**src/rtl/gamepad_teleop_conditioner_core_assert.svh**
```systemverilog
// Assertion macros for the gamepad teleop conditioner
`ifndef GAMEPAD_TELEOP_CONDITIONER_CORE_ASSERT_SVH
`define GAMEPAD_TELEOP_CONDITIONER_CORE_ASSERT_SVH
// check that a condition implies a consequence in the same cycle
`define GTC_ASSERT_IMPL(label, ante, cons, msg) \
  label: assert property (@(posedge clk) disable iff (!rst_n) (ante) |-> (cons)) \
    else $error(msg);
// check that a condition implies a consequence in the next cycle
`define GTC_ASSERT_NEXT(label, ante, cons, msg) \
  label: assert property (@(posedge clk) disable iff (!rst_n) (ante) |=> (cons)) \
    else $error(msg);
`endif

```
**src/rtl/gtc_pkg.sv**
```systemverilog
// Shared types and constants for the gamepad teleop conditioner
`default_nettype none
package gtc_pkg;
  localparam int unsigned AxisW   = 16;
  localparam int unsigned LevelW  = 16;
  localparam int unsigned OutW    = 17;
  localparam int unsigned LimW    = 16;
  localparam int unsigned DbW     = 14;
  localparam int unsigned CntW    = 5;
  localparam int unsigned BtnW    = 6;
  localparam int unsigned SelW    = 3;
  localparam int unsigned CfgIdxW = 3;
  localparam int unsigned CfgDatW = 16;

  localparam logic [CfgIdxW-1:0] CFG_SPEED  = 3'd0;
  localparam logic [CfgIdxW-1:0] CFG_TURN   = 3'd1;
  localparam logic [CfgIdxW-1:0] CFG_DEAD   = 3'd2;
  localparam logic [CfgIdxW-1:0] CFG_TAXIS  = 3'd3;
  localparam logic [CfgIdxW-1:0] CFG_REST   = 3'd4;
  localparam logic [CfgIdxW-1:0] CFG_TORQUE = 3'd5;

  localparam logic signed [AxisW-1:0] HAT_PLUS  = 16'sd16384;
  localparam logic signed [AxisW-1:0] HAT_MINUS = -16'sd16384;

  // hat classes
  localparam logic [1:0] HAT_NONE = 2'd0;
  localparam logic [1:0] HAT_P    = 2'd1;
  localparam logic [1:0] HAT_M    = 2'd2;

  // front end sequencer
  typedef enum logic [1:0] {
    FR_IDLE, FR_TORQUE, FR_OFFER
  } fr_state_t;

  // back end sequencer
  typedef enum logic [2:0] {
    BK_IDLE, BK_DZ, BK_DIV, BK_SCALE, BK_DONE
  } bk_state_t;

  // classified request from front to back
  typedef struct packed {
    logic                     brake;
    logic                     fwd_ok;
    logic                     side_ok;
    logic                     turn_ok;
    logic signed [AxisW-1:0]  fwd;
    logic signed [AxisW-1:0]  side;
    logic signed [AxisW-1:0]  turn;
    logic [3:0]               rest_out;
    logic [3:0]               hip;
    logic signed [OutW-1:0]   torque;
  } gtc_req_t;
endpackage
`default_nettype wire

```
**src/rtl/gamepad_teleop_conditioner_core.sv**
```systemverilog
// Top level of the gamepad teleop conditioner
`default_nettype none
// One sample in, one result out. The front end updates button, hat and torque
// state (a braking sample leaves hat and torque state alone and skips the torque
// multiply); the back end runs the three axis deadzones through one shared
// one-bit-per-cycle divider and one scaling multiplier, each axis taking setup,
// 15 divide steps and scale. The back end takes a new sample only when idle with
// its output register empty. Front and back overlap through a two-entry queue;
// the output register holds a result until it is taken, and while it waits the
// front end and queue still take up to three more samples.
module gamepad_teleop_conditioner_core #(
  parameter int unsigned AXIS_SLOTS = 8
) (
  input  wire logic clk,
  input  wire logic rst_n,
  input  wire logic in_valid,
  output      logic in_ready,
  input  wire logic signed [15:0] in_axis_0,
  input  wire logic signed [15:0] in_axis_1,
  input  wire logic signed [15:0] in_axis_2,
  input  wire logic signed [15:0] in_axis_3,
  input  wire logic signed [15:0] in_axis_4,
  input  wire logic signed [15:0] in_axis_5,
  input  wire logic signed [15:0] in_axis_6,
  input  wire logic signed [15:0] in_axis_7,
  input  wire logic [4:0] in_axis_count,
  input  wire logic [5:0] in_button_bits,
  input  wire logic [4:0] in_button_count,
  output      logic out_valid,
  input  wire logic out_ready,
  output      logic signed [16:0] out_forward_speed,
  output      logic signed [16:0] out_side_speed,
  output      logic signed [16:0] out_turn_rate,
  output      logic out_brake_active,
  output      logic [3:0] out_rest_mask,
  output      logic [3:0] out_hip_mask,
  output      logic signed [16:0] out_hip_torque,
  input  wire logic cfg_we,
  input  wire logic [gtc_pkg::CfgIdxW-1:0] cfg_index,
  input  wire logic [gtc_pkg::CfgDatW-1:0] cfg_data
);
  import gtc_pkg::*;
  `include "gamepad_teleop_conditioner_core_assert.svh"

  logic [LimW-1:0] speed_r, turn_r, torque_r;
  logic [DbW-1:0] db_r;
  logic [SelW-1:0] tax_r;
  logic rest_en_r;
  logic signed [AxisW-1:0] axis [AXIS_SLOTS];
  logic fq_valid, fq_ready, bq_valid, bq_ready;
  gtc_req_t fq_data, bq_data;

  // slots past eight never drive anything
  always_comb begin
    for (int i = 0; i < AXIS_SLOTS; i++) axis[i] = '0;
    axis[0] = in_axis_0; axis[1] = in_axis_1; axis[2] = in_axis_2; axis[3] = in_axis_3;
    axis[4] = in_axis_4; axis[5] = in_axis_5; axis[6] = in_axis_6; axis[7] = in_axis_7;
  end

  // configuration writes
  always_ff @(posedge clk) begin
    if (!rst_n) begin
      speed_r <= 16'd3277; turn_r <= 16'd6144; db_r <= 14'd2458;
      tax_r <= 3'd2; rest_en_r <= 1'b0; torque_r <= 16'd2560;
    end else if (cfg_we) begin
      case (cfg_index)
        CFG_SPEED:  speed_r <= cfg_data;
        CFG_TURN:   turn_r <= cfg_data;
        CFG_DEAD:   db_r <= cfg_data[DbW-1:0];
        CFG_TAXIS:  tax_r <= cfg_data[SelW-1:0];
        CFG_REST:   rest_en_r <= cfg_data[0];
        CFG_TORQUE: torque_r <= cfg_data;
        default: ;
      endcase
    end
  end

  gtc_front #(.AXIS_SLOTS(AXIS_SLOTS)) u_front (
    .clk, .rst_n, .in_valid, .in_ready, .axis,
    .axis_count(in_axis_count), .button_bits(in_button_bits),
    .button_count(in_button_count), .turn_axis_index(tax_r),
    .rest_en(rest_en_r), .torque_limit(torque_r),
    .q_valid(fq_valid), .q_ready(fq_ready), .q_data(fq_data)
  );

  gtc_queue u_queue (
    .clk, .rst_n, .wr_valid(fq_valid), .wr_ready(fq_ready), .wr_data(fq_data),
    .rd_valid(bq_valid), .rd_ready(bq_ready), .rd_data(bq_data)
  );

  gtc_back u_back (
    .clk, .rst_n, .q_valid(bq_valid), .q_ready(bq_ready), .q_data(bq_data),
    .dead_band(db_r), .speed_limit(speed_r), .turn_limit(turn_r),
    .o_valid(out_valid), .o_ready(out_ready),
    .o_fwd(out_forward_speed), .o_side(out_side_speed), .o_turn(out_turn_rate),
    .o_brake(out_brake_active), .o_rest(out_rest_mask), .o_hip(out_hip_mask),
    .o_torque(out_hip_torque)
  );

  `GTC_ASSERT_NEXT(a_out_hold, out_valid && !out_ready, out_valid, "result dropped")
  `GTC_ASSERT_IMPL(a_rest_off, out_valid && !rest_en_r, out_rest_mask == 4'd0,
                   "rest mask shown while disabled")
  `GTC_ASSERT_IMPL(a_brake_zero, out_valid && out_brake_active,
                   out_forward_speed == 17'sd0, "motion while braking")
endmodule
`default_nettype wire

```
**src/rtl/gtc_front.sv**
```systemverilog
// Front end: accept samples, update button, hat and torque state, classify axes
`default_nettype none
module gtc_front #(
  parameter int unsigned AXIS_SLOTS = 8
) (
  input  wire logic                               clk,
  input  wire logic                               rst_n,
  input  wire logic                               in_valid,
  output      logic                               in_ready,
  input  wire logic signed [gtc_pkg::AxisW-1:0]   axis [AXIS_SLOTS],
  input  wire logic [gtc_pkg::CntW-1:0]           axis_count,
  input  wire logic [gtc_pkg::BtnW-1:0]           button_bits,
  input  wire logic [gtc_pkg::CntW-1:0]           button_count,
  input  wire logic [gtc_pkg::SelW-1:0]           turn_axis_index,
  input  wire logic                               rest_en,
  input  wire logic [gtc_pkg::LimW-1:0]           torque_limit,
  output      logic                               q_valid,
  input  wire logic                               q_ready,
  output      gtc_pkg::gtc_req_t                  q_data
);
  import gtc_pkg::*;
  localparam int unsigned SlotCntW = $clog2(AXIS_SLOTS + 1);

  logic [3:0] rest_r, rest_nxt, lastb_r, lastb_nxt, hip_r, hip_nxt;
  logic [1:0] vhat_r, vhat_nxt, hhat_r, hhat_nxt;
  logic       busy_r, busy_nxt;
  fr_state_t  state_r, state_nxt;
  logic signed [OutW-1:0] tq_r, tq_nxt;
  // torque multiply stage
  logic signed [18:0] tdiff_r;
  logic [LimW-1:0] tlim_r;
  gtc_req_t req_r, req_nxt;
  logic [5:0] pressed;
  logic [SlotCntW-1:0] cnt;
  logic brake;
  logic [1:0] vc, hc;
  logic [3:0] tog;
  logic signed [AxisW:0] p, n;
  logic signed [35:0] tprod;
  logic signed [20:0] tq_div;
  logic accept;

  assign in_ready = !busy_r;
  assign accept = in_valid && in_ready;
  assign q_valid = busy_r && (state_r == FR_OFFER);

  // present the request with the state its sample left behind
  always_comb begin
    q_data = req_r;
    q_data.rest_out = rest_en ? rest_r : 4'd0;
    q_data.hip = hip_r;
    q_data.torque = tq_r;
  end

  function automatic logic [1:0] hat_cls(input logic signed [AxisW-1:0] v);
    if (v == HAT_PLUS) return HAT_P;
    if (v == HAT_MINUS) return HAT_M;
    return HAT_NONE;
  endfunction

  always_comb begin
    for (int i = 0; i < 6; i++) begin
      pressed[i] = button_bits[i] && (CntW'(i) < button_count);
    end
    cnt = (axis_count > CntW'(AXIS_SLOTS)) ? SlotCntW'(AXIS_SLOTS) : SlotCntW'(axis_count);
    brake = pressed[4] && pressed[5];
    vc = hat_cls(axis[7]);
    hc = hat_cls(axis[6]);
    tog = 4'd0;
    if (cnt > SlotCntW'(7)) begin
      if (vc == HAT_P && vhat_r != HAT_P) tog = tog ^ 4'h1;
      if (vc == HAT_M && vhat_r != HAT_M) tog = tog ^ 4'h4;
    end
    if (cnt > SlotCntW'(6)) begin
      if (hc == HAT_P && hhat_r != HAT_P) tog = tog ^ 4'h8;
      if (hc == HAT_M && hhat_r != HAT_M) tog = tog ^ 4'h2;
    end
    p = (cnt > SlotCntW'(4)) ? (17'sd16384 - 17'(axis[4])) : 17'sd0;
    n = (cnt > SlotCntW'(3)) ? (17'sd16384 - 17'(axis[3])) : 17'sd0;
    tprod = 36'(tdiff_r) * $signed({1'b0, tlim_r});
    // truncate toward zero on divide by 32768
    tq_div = 21'((tprod + ((tprod < 0) ? 36'sd32767 : 36'sd0)) >>> 15);
  end

  // sequence: capture, torque (skipped on brake), offer to the queue
  always_comb begin
    state_nxt = state_r;
    if (accept) state_nxt = brake ? FR_OFFER : FR_TORQUE;
    else if (busy_r && state_r == FR_TORQUE) state_nxt = FR_OFFER;
    else if (q_valid && q_ready) state_nxt = FR_IDLE;
  end

  // sample capture, state update, torque multiply
  always_comb begin
    rest_nxt = rest_r; lastb_nxt = lastb_r; hip_nxt = hip_r;
    vhat_nxt = vhat_r; hhat_nxt = hhat_r; tq_nxt = tq_r;
    busy_nxt = busy_r; req_nxt = req_r;
    if (accept) begin
      busy_nxt = 1'b1;
      if (rest_en) begin
        rest_nxt = rest_r ^ (pressed[3:0] & ~lastb_r);
        lastb_nxt = pressed[3:0];
      end
      req_nxt.brake = brake;
      req_nxt.fwd_ok = cnt > SlotCntW'(1);
      req_nxt.side_ok = cnt > SlotCntW'(0);
      req_nxt.turn_ok = cnt > SlotCntW'(turn_axis_index);
      req_nxt.fwd = axis[1];
      req_nxt.side = axis[0];
      req_nxt.turn = axis[turn_axis_index];
      if (!brake) begin
        hip_nxt = hip_r ^ tog;
        if (cnt > SlotCntW'(7)) vhat_nxt = vc;
        if (cnt > SlotCntW'(6)) hhat_nxt = hc;
      end
    end else if (busy_r && state_r == FR_TORQUE) begin
      if (tq_div > 21'sd65535) tq_nxt = 17'sd65535;
      else if (tq_div < -21'sd65535) tq_nxt = -17'sd65535;
      else tq_nxt = OutW'(tq_div);
    end else if (q_valid && q_ready) begin
      busy_nxt = 1'b0;
    end
  end

  always_ff @(posedge clk) begin
    if (accept) begin
      tdiff_r <= 19'(p) - 19'(n);
      tlim_r <= torque_limit;
    end
    if (!rst_n) begin
      rest_r <= '0; lastb_r <= '0; hip_r <= '0; vhat_r <= HAT_NONE;
      hhat_r <= HAT_NONE; tq_r <= '0; busy_r <= 1'b0; state_r <= FR_IDLE;
      req_r <= '0;
    end else begin
      rest_r <= rest_nxt; lastb_r <= lastb_nxt; hip_r <= hip_nxt;
      vhat_r <= vhat_nxt; hhat_r <= hhat_nxt; tq_r <= tq_nxt;
      busy_r <= busy_nxt; state_r <= state_nxt; req_r <= req_nxt;
    end
  end
endmodule
`default_nettype wire

```
**src/rtl/gtc_queue.sv**
```systemverilog
// Two-entry request queue between front and back
`default_nettype none
module gtc_queue (
  input  wire logic               clk,
  input  wire logic               rst_n,
  input  wire logic               wr_valid,
  output      logic               wr_ready,
  input  wire gtc_pkg::gtc_req_t  wr_data,
  output      logic               rd_valid,
  input  wire logic               rd_ready,
  output      gtc_pkg::gtc_req_t  rd_data
);
  import gtc_pkg::*;
  gtc_req_t mem_r [2];
  logic wp_r, rp_r;
  logic [1:0] cnt_r;
  logic wr, rd;

  assign wr_ready = cnt_r != 2'd2;
  assign rd_valid = cnt_r != 2'd0;
  assign rd_data = mem_r[rp_r];
  assign wr = wr_valid && wr_ready;
  assign rd = rd_valid && rd_ready;

  // push and pop
  always_ff @(posedge clk) begin
    if (wr) mem_r[wp_r] <= wr_data;
    if (!rst_n) begin
      wp_r <= 1'b0; rp_r <= 1'b0; cnt_r <= 2'd0;
    end else begin
      if (wr) wp_r <= !wp_r;
      if (rd) rp_r <= !rp_r;
      cnt_r <= cnt_r + {1'b0, wr} - {1'b0, rd};
    end
  end
endmodule
`default_nettype wire

```
**src/rtl/gtc_back.sv**
```systemverilog
// Back end: deadzone with shared serial divider, limit scaling, output register
`default_nettype none
module gtc_back (
  input  wire logic                     clk,
  input  wire logic                     rst_n,
  input  wire logic                     q_valid,
  output      logic                     q_ready,
  input  wire gtc_pkg::gtc_req_t        q_data,
  input  wire logic [gtc_pkg::DbW-1:0]  dead_band,
  input  wire logic [gtc_pkg::LimW-1:0] speed_limit,
  input  wire logic [gtc_pkg::LimW-1:0] turn_limit,
  output      logic                     o_valid,
  input  wire logic                     o_ready,
  output      logic signed [gtc_pkg::OutW-1:0] o_fwd,
  output      logic signed [gtc_pkg::OutW-1:0] o_side,
  output      logic signed [gtc_pkg::OutW-1:0] o_turn,
  output      logic                     o_brake,
  output      logic [3:0]               o_rest,
  output      logic [3:0]               o_hip,
  output      logic signed [gtc_pkg::OutW-1:0] o_torque
);
  import gtc_pkg::*;

  bk_state_t st_r, st_nxt;
  gtc_req_t req_r;
  logic signed [LevelW-1:0] lvl_r [3];
  logic [1:0] ax_r;
  logic [4:0] bit_r;
  logic [28:0] rem_r;
  logic [14:0] quo_r;
  logic [14:0] den_r;
  logic neg_r, zero_r;
  logic signed [AxisW-1:0] cur_v;
  logic cur_ok;
  logic [15:0] mag;
  logic [14:0] den_c;
  logic [15:0] num;
  logic signed [33:0] prod;
  logic signed [OutW-1:0] sc;
  logic out_full_r;

  assign q_ready = (st_r == BK_IDLE) && !out_full_r;
  assign o_valid = out_full_r;

  always_comb begin
    case (ax_r)
      2'd0: begin cur_v = req_r.fwd; cur_ok = req_r.fwd_ok; end
      2'd1: begin cur_v = req_r.side; cur_ok = req_r.side_ok; end
      default: begin cur_v = req_r.turn; cur_ok = 1'b1; end
    endcase
    mag = cur_v[AxisW-1] ? 16'(-cur_v) : 16'(cur_v);
    den_c = 15'd16384 - 15'(dead_band);
    // cap the numerator at the divisor, where the level saturates anyway
    num = (mag - 16'(dead_band) > 16'(den_c)) ? 16'(den_c) : mag - 16'(dead_band);
    prod = 34'(lvl_r[ax_r]) * $signed({1'b0, (ax_r == 2'd2) ? turn_limit : speed_limit});
    sc = OutW'((prod + ((prod < 0) ? 34'sd16383 : 34'sd0)) >>> 14);
  end

  function automatic logic [28:0] trial_sub(input logic [28:0] r, input logic [14:0] d);
    logic [28:0] s;
    s = r - ({14'd0, d} << 14);
    return {s[27:0], 1'b0};
  endfunction

  function automatic logic signed [LevelW-1:0] dz_final();
    logic [14:0] q;
    logic signed [LevelW-1:0] m;
    q = quo_r;
    if (rem_r[28:14] >= den_r) q[0] = 1'b1;
    if (zero_r) m = '0;
    else m = (q > 15'd16384) ? 16'sd16384 : 16'(q);
    return neg_r ? -m : m;
  endfunction

  // sequencer: three axes, each deadzone (15 step divide) then scale
  always_comb begin
    st_nxt = st_r;
    case (st_r)
      BK_IDLE:  if (q_valid && q_ready) st_nxt = BK_DZ;
      BK_DZ:    st_nxt = BK_DIV;
      BK_DIV:   if (bit_r == 5'd0) st_nxt = BK_SCALE;
      BK_SCALE: st_nxt = (ax_r == 2'd2) ? BK_DONE : BK_DZ;
      BK_DONE:  st_nxt = BK_IDLE;
      default:  st_nxt = BK_IDLE;
    endcase
  end

  always_ff @(posedge clk) begin
    case (st_r)
      BK_IDLE: begin
        if (q_valid && q_ready) begin
          req_r <= q_data;
          ax_r <= 2'd0;
        end
      end
      BK_DZ: begin
        neg_r <= cur_v[AxisW-1];
        zero_r <= ({1'b0, mag} <= {3'b0, dead_band});
        rem_r <= 29'(num) << 14;
        den_r <= den_c;
        quo_r <= '0;
        bit_r <= 5'd14;
      end
      BK_DIV: begin
        // restoring divide, one quotient bit per cycle, from the top
        if (rem_r[28:14] >= den_r) begin
          quo_r[bit_r[3:0]] <= 1'b1;
          rem_r <= trial_sub(rem_r, den_r);
        end else begin
          rem_r <= {rem_r[27:0], 1'b0};
        end
        if (bit_r != 5'd0) bit_r <= bit_r - 5'd1;
      end
      BK_SCALE: begin
        ax_r <= ax_r + 2'd1;
      end
      default: ;
    endcase
  end

  // level registers and output register
  always_ff @(posedge clk) begin
    if (st_r == BK_SCALE) begin
      case (ax_r)
        2'd0: o_fwd <= sc;
        2'd1: o_side <= sc;
        default: o_turn <= sc;
      endcase
    end
    if (st_r == BK_DONE) begin
      o_brake <= req_r.brake;
      o_rest <= req_r.rest_out;
      o_hip <= req_r.hip;
      o_torque <= req_r.torque;
    end
    if (!rst_n) begin
      st_r <= BK_IDLE;
      out_full_r <= 1'b0;
      for (int i = 0; i < 3; i++) lvl_r[i] <= '0;
    end else begin
      st_r <= st_nxt;
      if (st_r == BK_DONE) out_full_r <= 1'b1;
      else if (o_valid && o_ready) out_full_r <= 1'b0;
      // settle the level after the divide finishes
      if (st_r == BK_DIV && bit_r == 5'd0) begin
        if (req_r.brake) lvl_r[ax_r] <= '0;
        else if (cur_ok) lvl_r[ax_r] <= (ax_r == 2'd2 && !req_r.turn_ok) ? '0 : dz_final();
        else if (ax_r == 2'd2) lvl_r[ax_r] <= '0;
      end
    end
  end
endmodule
`default_nettype wire

```
**config.mk**
```make
export PLATFORM = sky130hd
export DESIGN_NAME = gamepad_teleop_conditioner_core
export DESIGN_NICKNAME = d
export VERILOG_FILES = /design/src/rtl/gtc_pkg.sv /design/src/rtl/gamepad_teleop_conditioner_core.sv /design/src/rtl/gtc_front.sv /design/src/rtl/gtc_queue.sv /design/src/rtl/gtc_back.sv
export VERILOG_INCLUDE_DIRS = /design/src /design/src/rtl
export SDC_FILE = /design/constraint.sdc
export NUM_CORES = 2
export LEC_CHECK = 0
export ABC_AREA = 1
export BUFFER_PORTS_ARGS = -buffer_cell sky130_fd_sc_hd__buf_2
export CORE_MARGIN = 1.5
export CORE_UTILIZATION = 25
export DETAILED_ROUTE_END_ITERATION = 10
export HOLD_SLACK_MARGIN = 0.05
export PLACE_DENSITY = 0.45
export SLEW_MARGIN = 15
export SYNTH_ARGS = -nofsm -noshare
export SYNTH_HDL_FRONTEND = slang
export SYNTH_HIERARCHICAL = 1
export SYNTH_SLANG_ARGS = --single-unit
export TNS_END_PERCENT = 20
```
**constraint.sdc**
```tcl
create_clock -name clk -period 10.5 [get_ports clk]
set_clock_uncertainty 0.2 [all_clocks]
set_input_delay 0.525 -clock clk [delete_from_list [all_inputs] [get_ports clk]]
set_output_delay 0.525 -clock clk [all_outputs]
set_load 0.02 [all_outputs]
```
# Word-level counts from Yosys, hierarchy flattened
# Memories as Yosys holds them, arrays and structs flattened. A register that Yosys moved wholly into a read port is not among the register bits.
# Index checks and enable logic that the tools add are counted.
[op_classes]
n_mux = 98
addsub = 14
n_mul = 2
reduce_logical = 59
n_lt_le_gt_ge = 25
n_eq_ne = 31
bitwise = 14
[op_table]
columns = ["operator", "count"]
rows = [
  ["2-to-1 mux 16 bit", 14],
  ["2-to-1 mux 17 bit", 4],
  ["2-to-1 mux 15 bit", 4],
  ["case mux 29 bit (2 select lines)", 1],
  ["binary-select mux 16 bit (select 3 bit)", 1],
  ["2-to-1 mux 1 bit", 37],
  ["adder 36 bit", 1],
  ["< comparator 36 x 1 -> 1 bit (second input constant)", 1],
  ["AND reduction 2 bit", 18],
  ["multiplier 18 x 17 -> 35 bit", 1],
  ["subtractor 16 x 16 -> 17 bit (first input constant)", 2],
  ["< comparator 33 x 1 -> 1 bit (second input constant)", 1],
  ["multiplier 16 x 17 -> 33 bit", 1],
  ["equality test 16 x 15 -> 1 bit (second input constant)", 2],
  ["equality test 16 bit (second input constant)", 2],
  ["2-to-1 mux 2 bit", 16],
  ["negation 16 bit", 2],
  ["case mux 16 bit (2 select lines)", 1],
  ["adder 31 bit", 1],
  ["case mux 15 bit (2 select lines)", 1],
  ["2-to-1 mux 29 bit", 1],
  ["2-to-1 mux 4 bit", 7],
  ["subtractor 28 bit", 1],
  ["greater-than comparator 21 x 17 -> 1 bit (second input constant)", 1],
  ["56 further kinds", 122],
]
[totals]
mem_count = 2
inputBits = 168
out_inout_bits = 79
ram_bits = 202
word_cells = 287
reg_bits = 341
[memory_table]
columns = ["name", "words", "width", "rd", "rd_ports_with_merged_regs", "wr", "line", "source"]
rows = [
  ["u_queue.mem_r", 2, 77, 1, 1, 1, "gtc_queue.sv:14", "gtc_req_t mem_r [2];"],
  ["u_back.lvl_r", 3, 16, 1, 1, 3, "gtc_back.sv:26", "logic signed [LevelW-1:0] lvl_r [3];"],
]

# Depth between registers and ports, before layout
[logic_depth]
word_depth = 19
depth_mapped = 49
ltp_nobuf = 47

# Hierarchy
# The synthesis kept the hierarchy.
[modules_own_cells]
columns = ["module", "seq_area_each_um2", "instances", "cells_each", "area_each_um2"]
rows = [
  ["gtc_back", 8287.9, 1, 2763, 23817.8],
  ["gtc_front", 2782.7, 1, 2883, 20397.1],
  ["gtc_queue", 4724.5, 1, 276, 5931.9],
  ["gamepad_teleop_conditioner_core", 1321.3, 1, 371, 2673.8],
]

# Worst setup path after synthesis
# No wires, ideal clock.
[synth_timing]
path_type = "flip-flop to flip-flop"
start = "register u_front.tlim_r[3]"
end = "register u_front.tq_r[10]"
n_path_buf = 4
path_slack_ps = 2408
arrival_ps = 7770
required_ps = 10178
stages_incl_launch_ff = 38
synth_period_minus_slack_ps = 8092
setup_time_ps = 122
path_cell_list = "edfxtp_1 -> clkbuf_1 -> clkbuf_1 -> nand2_1 -> fa_1 -> inv_1 -> fa_1 -> fa_1 -> inv_1 -> fa_1 -> fa_1 -> fa_1 -> inv_1 -> ha_1 -> nand2_1 -> a21oi_1 -> nor2_1 -> nand2_1 -> [... 2 more ...] -> nand2_4 -> nand2_4 -> buf_6 -> ha_1 -> inv_1 -> nor2_2 -> nand2_1 -> nor2_2 -> nand3_1 -> nand3_2 -> nand2_1 -> nand2_2 -> nand2_2 -> nor2_1 -> nand3_1 -> a21oi_4 -> buf_6 -> a21oi_2"
[synth_between]
elab_chain_cells = 7
elab_cells_between_ends = 8
classes_between = "1 x add/sub; 1 x mul; 3 x order compare; 3 x mux"
[synth_rtl]
columns = ["element", "line", "source"]
rows = [
  ["from (decl)", "gtc_front.sv:31", "logic [LimW-1:0] tlim_r;"],
  ["from (signal assigned)", "gtc_front.sv:128", "tlim_r <= torque_limit;"],
  ["multiplier 18 x 17 -> 35 bit *", "gtc_front.sv:80", "tprod = 36'(tdiff_r) * $signed({1'b0, tlim_r});"],
  ["< comparator 36 x 1 -> 1 bit", "gtc_front.sv:82", "tq_div = 21'((tprod + ((tprod < 0) ? 36'sd32767 : 36'sd0)) >>> 15);"],
  ["2-to-1 mux 15 bit", "gtc_front.sv:82", ""],
  ["adder 36 bit *", "gtc_front.sv:82", ""],
  ["< comparator 21 x 17 -> 1 bit", "gtc_front.sv:118", "else if (tq_div < -21'sd65535) tq_nxt = -17'sd65535;"],
  ["2-to-1 mux 17 bit", "gtc_front.sv:118", ""],
  ["2-to-1 mux 17 bit *", "gtc_front.sv:117", "if (tq_div > 21'sd65535) tq_nxt = 17'sd65535;"],
  ["to (signal assigned)", "gtc_front.sv:136", "vhat_r <= vhat_nxt; hhat_r <= hhat_nxt; tq_r <= tq_nxt;"],
  ["to (decl)", "gtc_front.sv:28", "logic signed [OutW-1:0] tq_r, tq_nxt;"],
]
# Every way passes the cells marked *; elsewhere a longest branch is shown, timed or not.
# A chain may end at the register's enable or synchronous reset.

# Worst setup path in the final report
[layout_timing]
start = "register u_back.ax_r[0]"
end = "register u_back/o_side[0] in the netlist's numbering (data pin)"
[layout_between]
elab_chain_cells = 6
[layout_rtl]
columns = ["element", "line", "source"]
rows = [
  ["from (decl)", "gtc_back.sv:27", "logic [1:0] ax_r;"],
  ["from (signal assigned)", "gtc_back.sv:115", "ax_r <= ax_r + 2'd1;"],
  ["equality test 2 bit *", "gtc_back.sv:55", "prod = 34'(lvl_r[ax_r]) * $signed({1'b0, (ax_r == 2'd2) ? turn_limit : speed_limit});"],
  ["2-to-1 mux 16 bit *", "gtc_back.sv:55", ""],
  ["multiplier 16 x 17 -> 33 bit *", "gtc_back.sv:55", ""],
  ["< comparator 33 x 1 -> 1 bit", "gtc_back.sv:56", "sc = OutW'((prod + ((prod < 0) ? 34'sd16383 : 34'sd0)) >>> 14);"],
  ["2-to-1 mux 14 bit", "gtc_back.sv:56", ""],
  ["adder 31 bit *", "gtc_back.sv:56", ""],
  ["net u_back.sc[0]", "gtc_back.sv:39", "logic signed [OutW-1:0] sc;"],
  ["to (signal assigned)", "gtc_back.sv:126", "2'd1: o_side <= sc;"],
  ["to (decl)", "gtc_back.sv:15", "output logic signed [gtc_pkg::OutW-1:0] o_side,"],
]
# The timed path passes the listed nets; every way through them passes the cells marked *.

==> flow_summary.toml <==
[drt]
wl_per_cell_microns = 17.15
routed_via_density = 4.384
ant_nets = 0
drtIter0Drc = 2284
route.detailed.drc = 0
vias = 41183
routed_wl_microns = 161200
first_pass_iters = 5

[global_routing]
grt_usage_pct = 15.01
grt_pass1_vias = 42074
grt.met1_usage_pct = 20.04
use_met3_pct = 1.809
grt_max_degree = 119
grt-busiest-layer = "met2"
globalRouteOverflowTotal = 0
antenna_found_initial = 11
grt_use_met2_pct = 25.28
grt_pass1_wl_microns = 251900

[sta]
rsz0062_at_grt = "false"
finalSetupTns_ps = 0
setup_viol = 0
timing.slew.headroom_pct = 23.19
worst-slew-pin-transition_ps = 1151
period_share_pct = 88.06
fin_crit_ps = 9246
hold_viol = 0
fmax_mhz = 108.2
slew_violations = 0

[yosys]
yosys_warnings = 6
synth_cells = 6293
synth_top_area_share_pct = 26.15
syn-num-nets = 7252
ys_seq_area_share_pct = 32.40
syn_avg_cell_area_sq_um = 8.394
yosysTopAreaCell = "edfxtp_1"
async_reset_ff_share_pct = 0
synth_seq_cells = 625
synth_cell_types = 62
yosys_most_used_dff = "edfxtp_1"
yosys-top-cells-area = "edfxtp_1 (26%), fa_1 (19%), nand2_1 (9.7%), inv_1 (8.9%), ha_1 (7.1%)"
synth_area_sq_mm = 0.05282
synth_edf_count = 460

[placement]
globalplace.congestion = 0.9217
portBuffers = 246
detailed_place_hpwl_microns = 129100

[floorplanning]
num_rows = 168
coreArea_sq_mm = 0.2098
ios = 247
die_h_microns = 462.7
floorplan.die.width_microns = 462.7
start_util_pct = 25.18
dieArea_sq_mm = 0.2141

[setup_path]
r2r_end = "u_back/o_side[0]"
crit_start = "u_back/ax_r[0]"
critical_path_buf_inv_count = 6
cp.arrival_ps = 9420
cp_top_family = "adder cells"
crit_top_cell = "nand2_1"
cp.depth = 37
worstSetupPathType = "flop to flop"
ff2ff_setup_slack_ps = 1250
cp-endpoint = "u_back/o_side[0]"
slowest_delay_ps = 550
cp-start-kind = "flop"
critPathRequiredTime_ps = 10670
critPathCaptureType = "flop"
crit_fanout = 15
worstRegToRegCells = 37
r2r_start = "u_back/ax_r[0]"
slowest_stage = "o21ai_1"

[clock_tree]
tritoncts = "done"
htree_levels = 3
post_cts.repair.setup_buffers = 0
clock-sinks = 625
clk_path_buf_depth = 3
path_clk_slew_ps = 60
root_buffer = "clkbuf_16"
clock_latency_ps = 660
ctsHoldBuffers = 63
post_cts_resized = 0
cts_buffers = 71

[hold_path]
hold_path_class = "input pin to flop"

[cells_and_area]
num_antenna_cells = 0
fillers = 22772
final_cell_mix = "nand2_1 (1368), inv_1 (1248), nor2_1 (638)"
multi_input_area_sq_mm = 0.03003
final_common_cell = "nand2_1"
seqCellArea_sq_mm = 0.01712
layout.nets = 7492
area_delta_synth_final_pct = 13.71
drive_gt1_share_pct = 9.803

[run]
maxCapViolCount = 0

[status]
outcome = "complete, no violations"
==> worst min path at each step <==
stage | from | endpoint | cells past startpoint
after floorplan | u_back/req_r[17] | u_back/o_hip[0] | 0
final | in_axis_6[15] | u_front/hip_r[3] | 4
after CTS | in_axis_6[15] | u_front/hip_r[3] | 4
after detailed placement | u_back/req_r[3] | u_back/o_torque[3] | 0
after global routing | in_axis_6[15] | u_front/hip_r[3] | 4
after global placement | u_back/req_r[22] | u_back/o_rest[1] | 0
==> kinds of logic after synthesis <==
group           after synthesis  share of synthesized area (%)
fa+ha+maj                   791                          25.70
simple gates               2585                          20.63
compound gates              630                          6.595
buf+inv                    1467                          10.82
mux                          77                          1.855
xor+xnor                    118                          1.992
flops                       625                          32.40
==> cells in the mapped netlist (all sizes together), types with 33 or more instances <==
library cell and instances:
a21oi 250, buf 49, clkbuf 145, dfxtp 165, edfxtp 460, fa 490
ha 301, inv 1260, mux2 77, nand2 1424, nand3 348, nand4 38
nor2 666, nor3 45, o21ai 277, xnor2 33, xor2 85
==> registers in the layout (all words and copies together) (netlist names), 5 cells and up, named ones only <==
| register | cells |
|---|---|
| u_queue/mem_r | 154 |
| speed_r | 16 |
| u_back/bit_r | 5 |
| u_back/o_torque | 17 |
| u_back/quo_r | 15 |
| turn_r | 16 |
| db_r | 14 |
| u_back/den_r | 15 |
| u_front/tdiff_r | 18 |
| u_back/o_turn | 17 |
| u_back/lvl_r | 64 |
| u_front/tq_r | 17 |
| u_back/o_fwd | 17 |
| u_back/req_r | 77 |
| torque_r | 16 |
| u_back/o_side | 17 |
| u_front/tlim_r | 16 |
| u_front/q_data | 52 |
| u_back/rem_r | 15 |
==> worst reg2reg max path, delay by kind of cell (launching register included) <==
kind,cells,cell delay [ps]
fa+ha+maj,9,4170
simple gates,19,2180
buf+inv,6,1030
compound gates,3,930
flops,1,450
==> layer usage <==
| layer | vias to the layer above | share of wire, % | wire [microns] |
|---|---|---|---|
| met3 | 207 | 3.8 | 6162 |
| met5 | - | 0.0062 | 10 |
| met2 | 889 | 47 | 76180 |
| li1 | 20137 | - | - |
| met4 | 2 | 3.1 | 5017 |
| met1 | 19948 | 46 | 73800 |
==> layout make-up <==
| class | count | share of cell area, % |
|---|---|---|
| repair buffers | 361 | 3.787 |
| clock buffers | 97 | 3.289 |
| multi-input cells | 4201 | 50.00 |
| well taps | 2805 | 5.843 |
| flip-flops and latches | 625 | 28.51 |
| clock inverters | 33 | 0.6104 |
| inverters | 1273 | 7.964 |
==> stage by stage <==
step           hold slack, ps  cells  worst slack [ps]  cell area (sq um)  util (%)
2_1_floorplan           200.3   6293              2408              52820         -
3_3_place_gp            201.0   9201              1402              57070     27.20
3_5_place_dp            207.3   9202              1284              57090     27.21
4_1_cts                 50.90   9395              1256              60060     28.63
5_1_grt                 89.05   9395             533.4              60060     28.63
6_report                114.3   9395              1254              60060     28.63
Power is not shown: default switching activity piles up to over one toggle a cycle in this logic, so the estimate is an artifact.
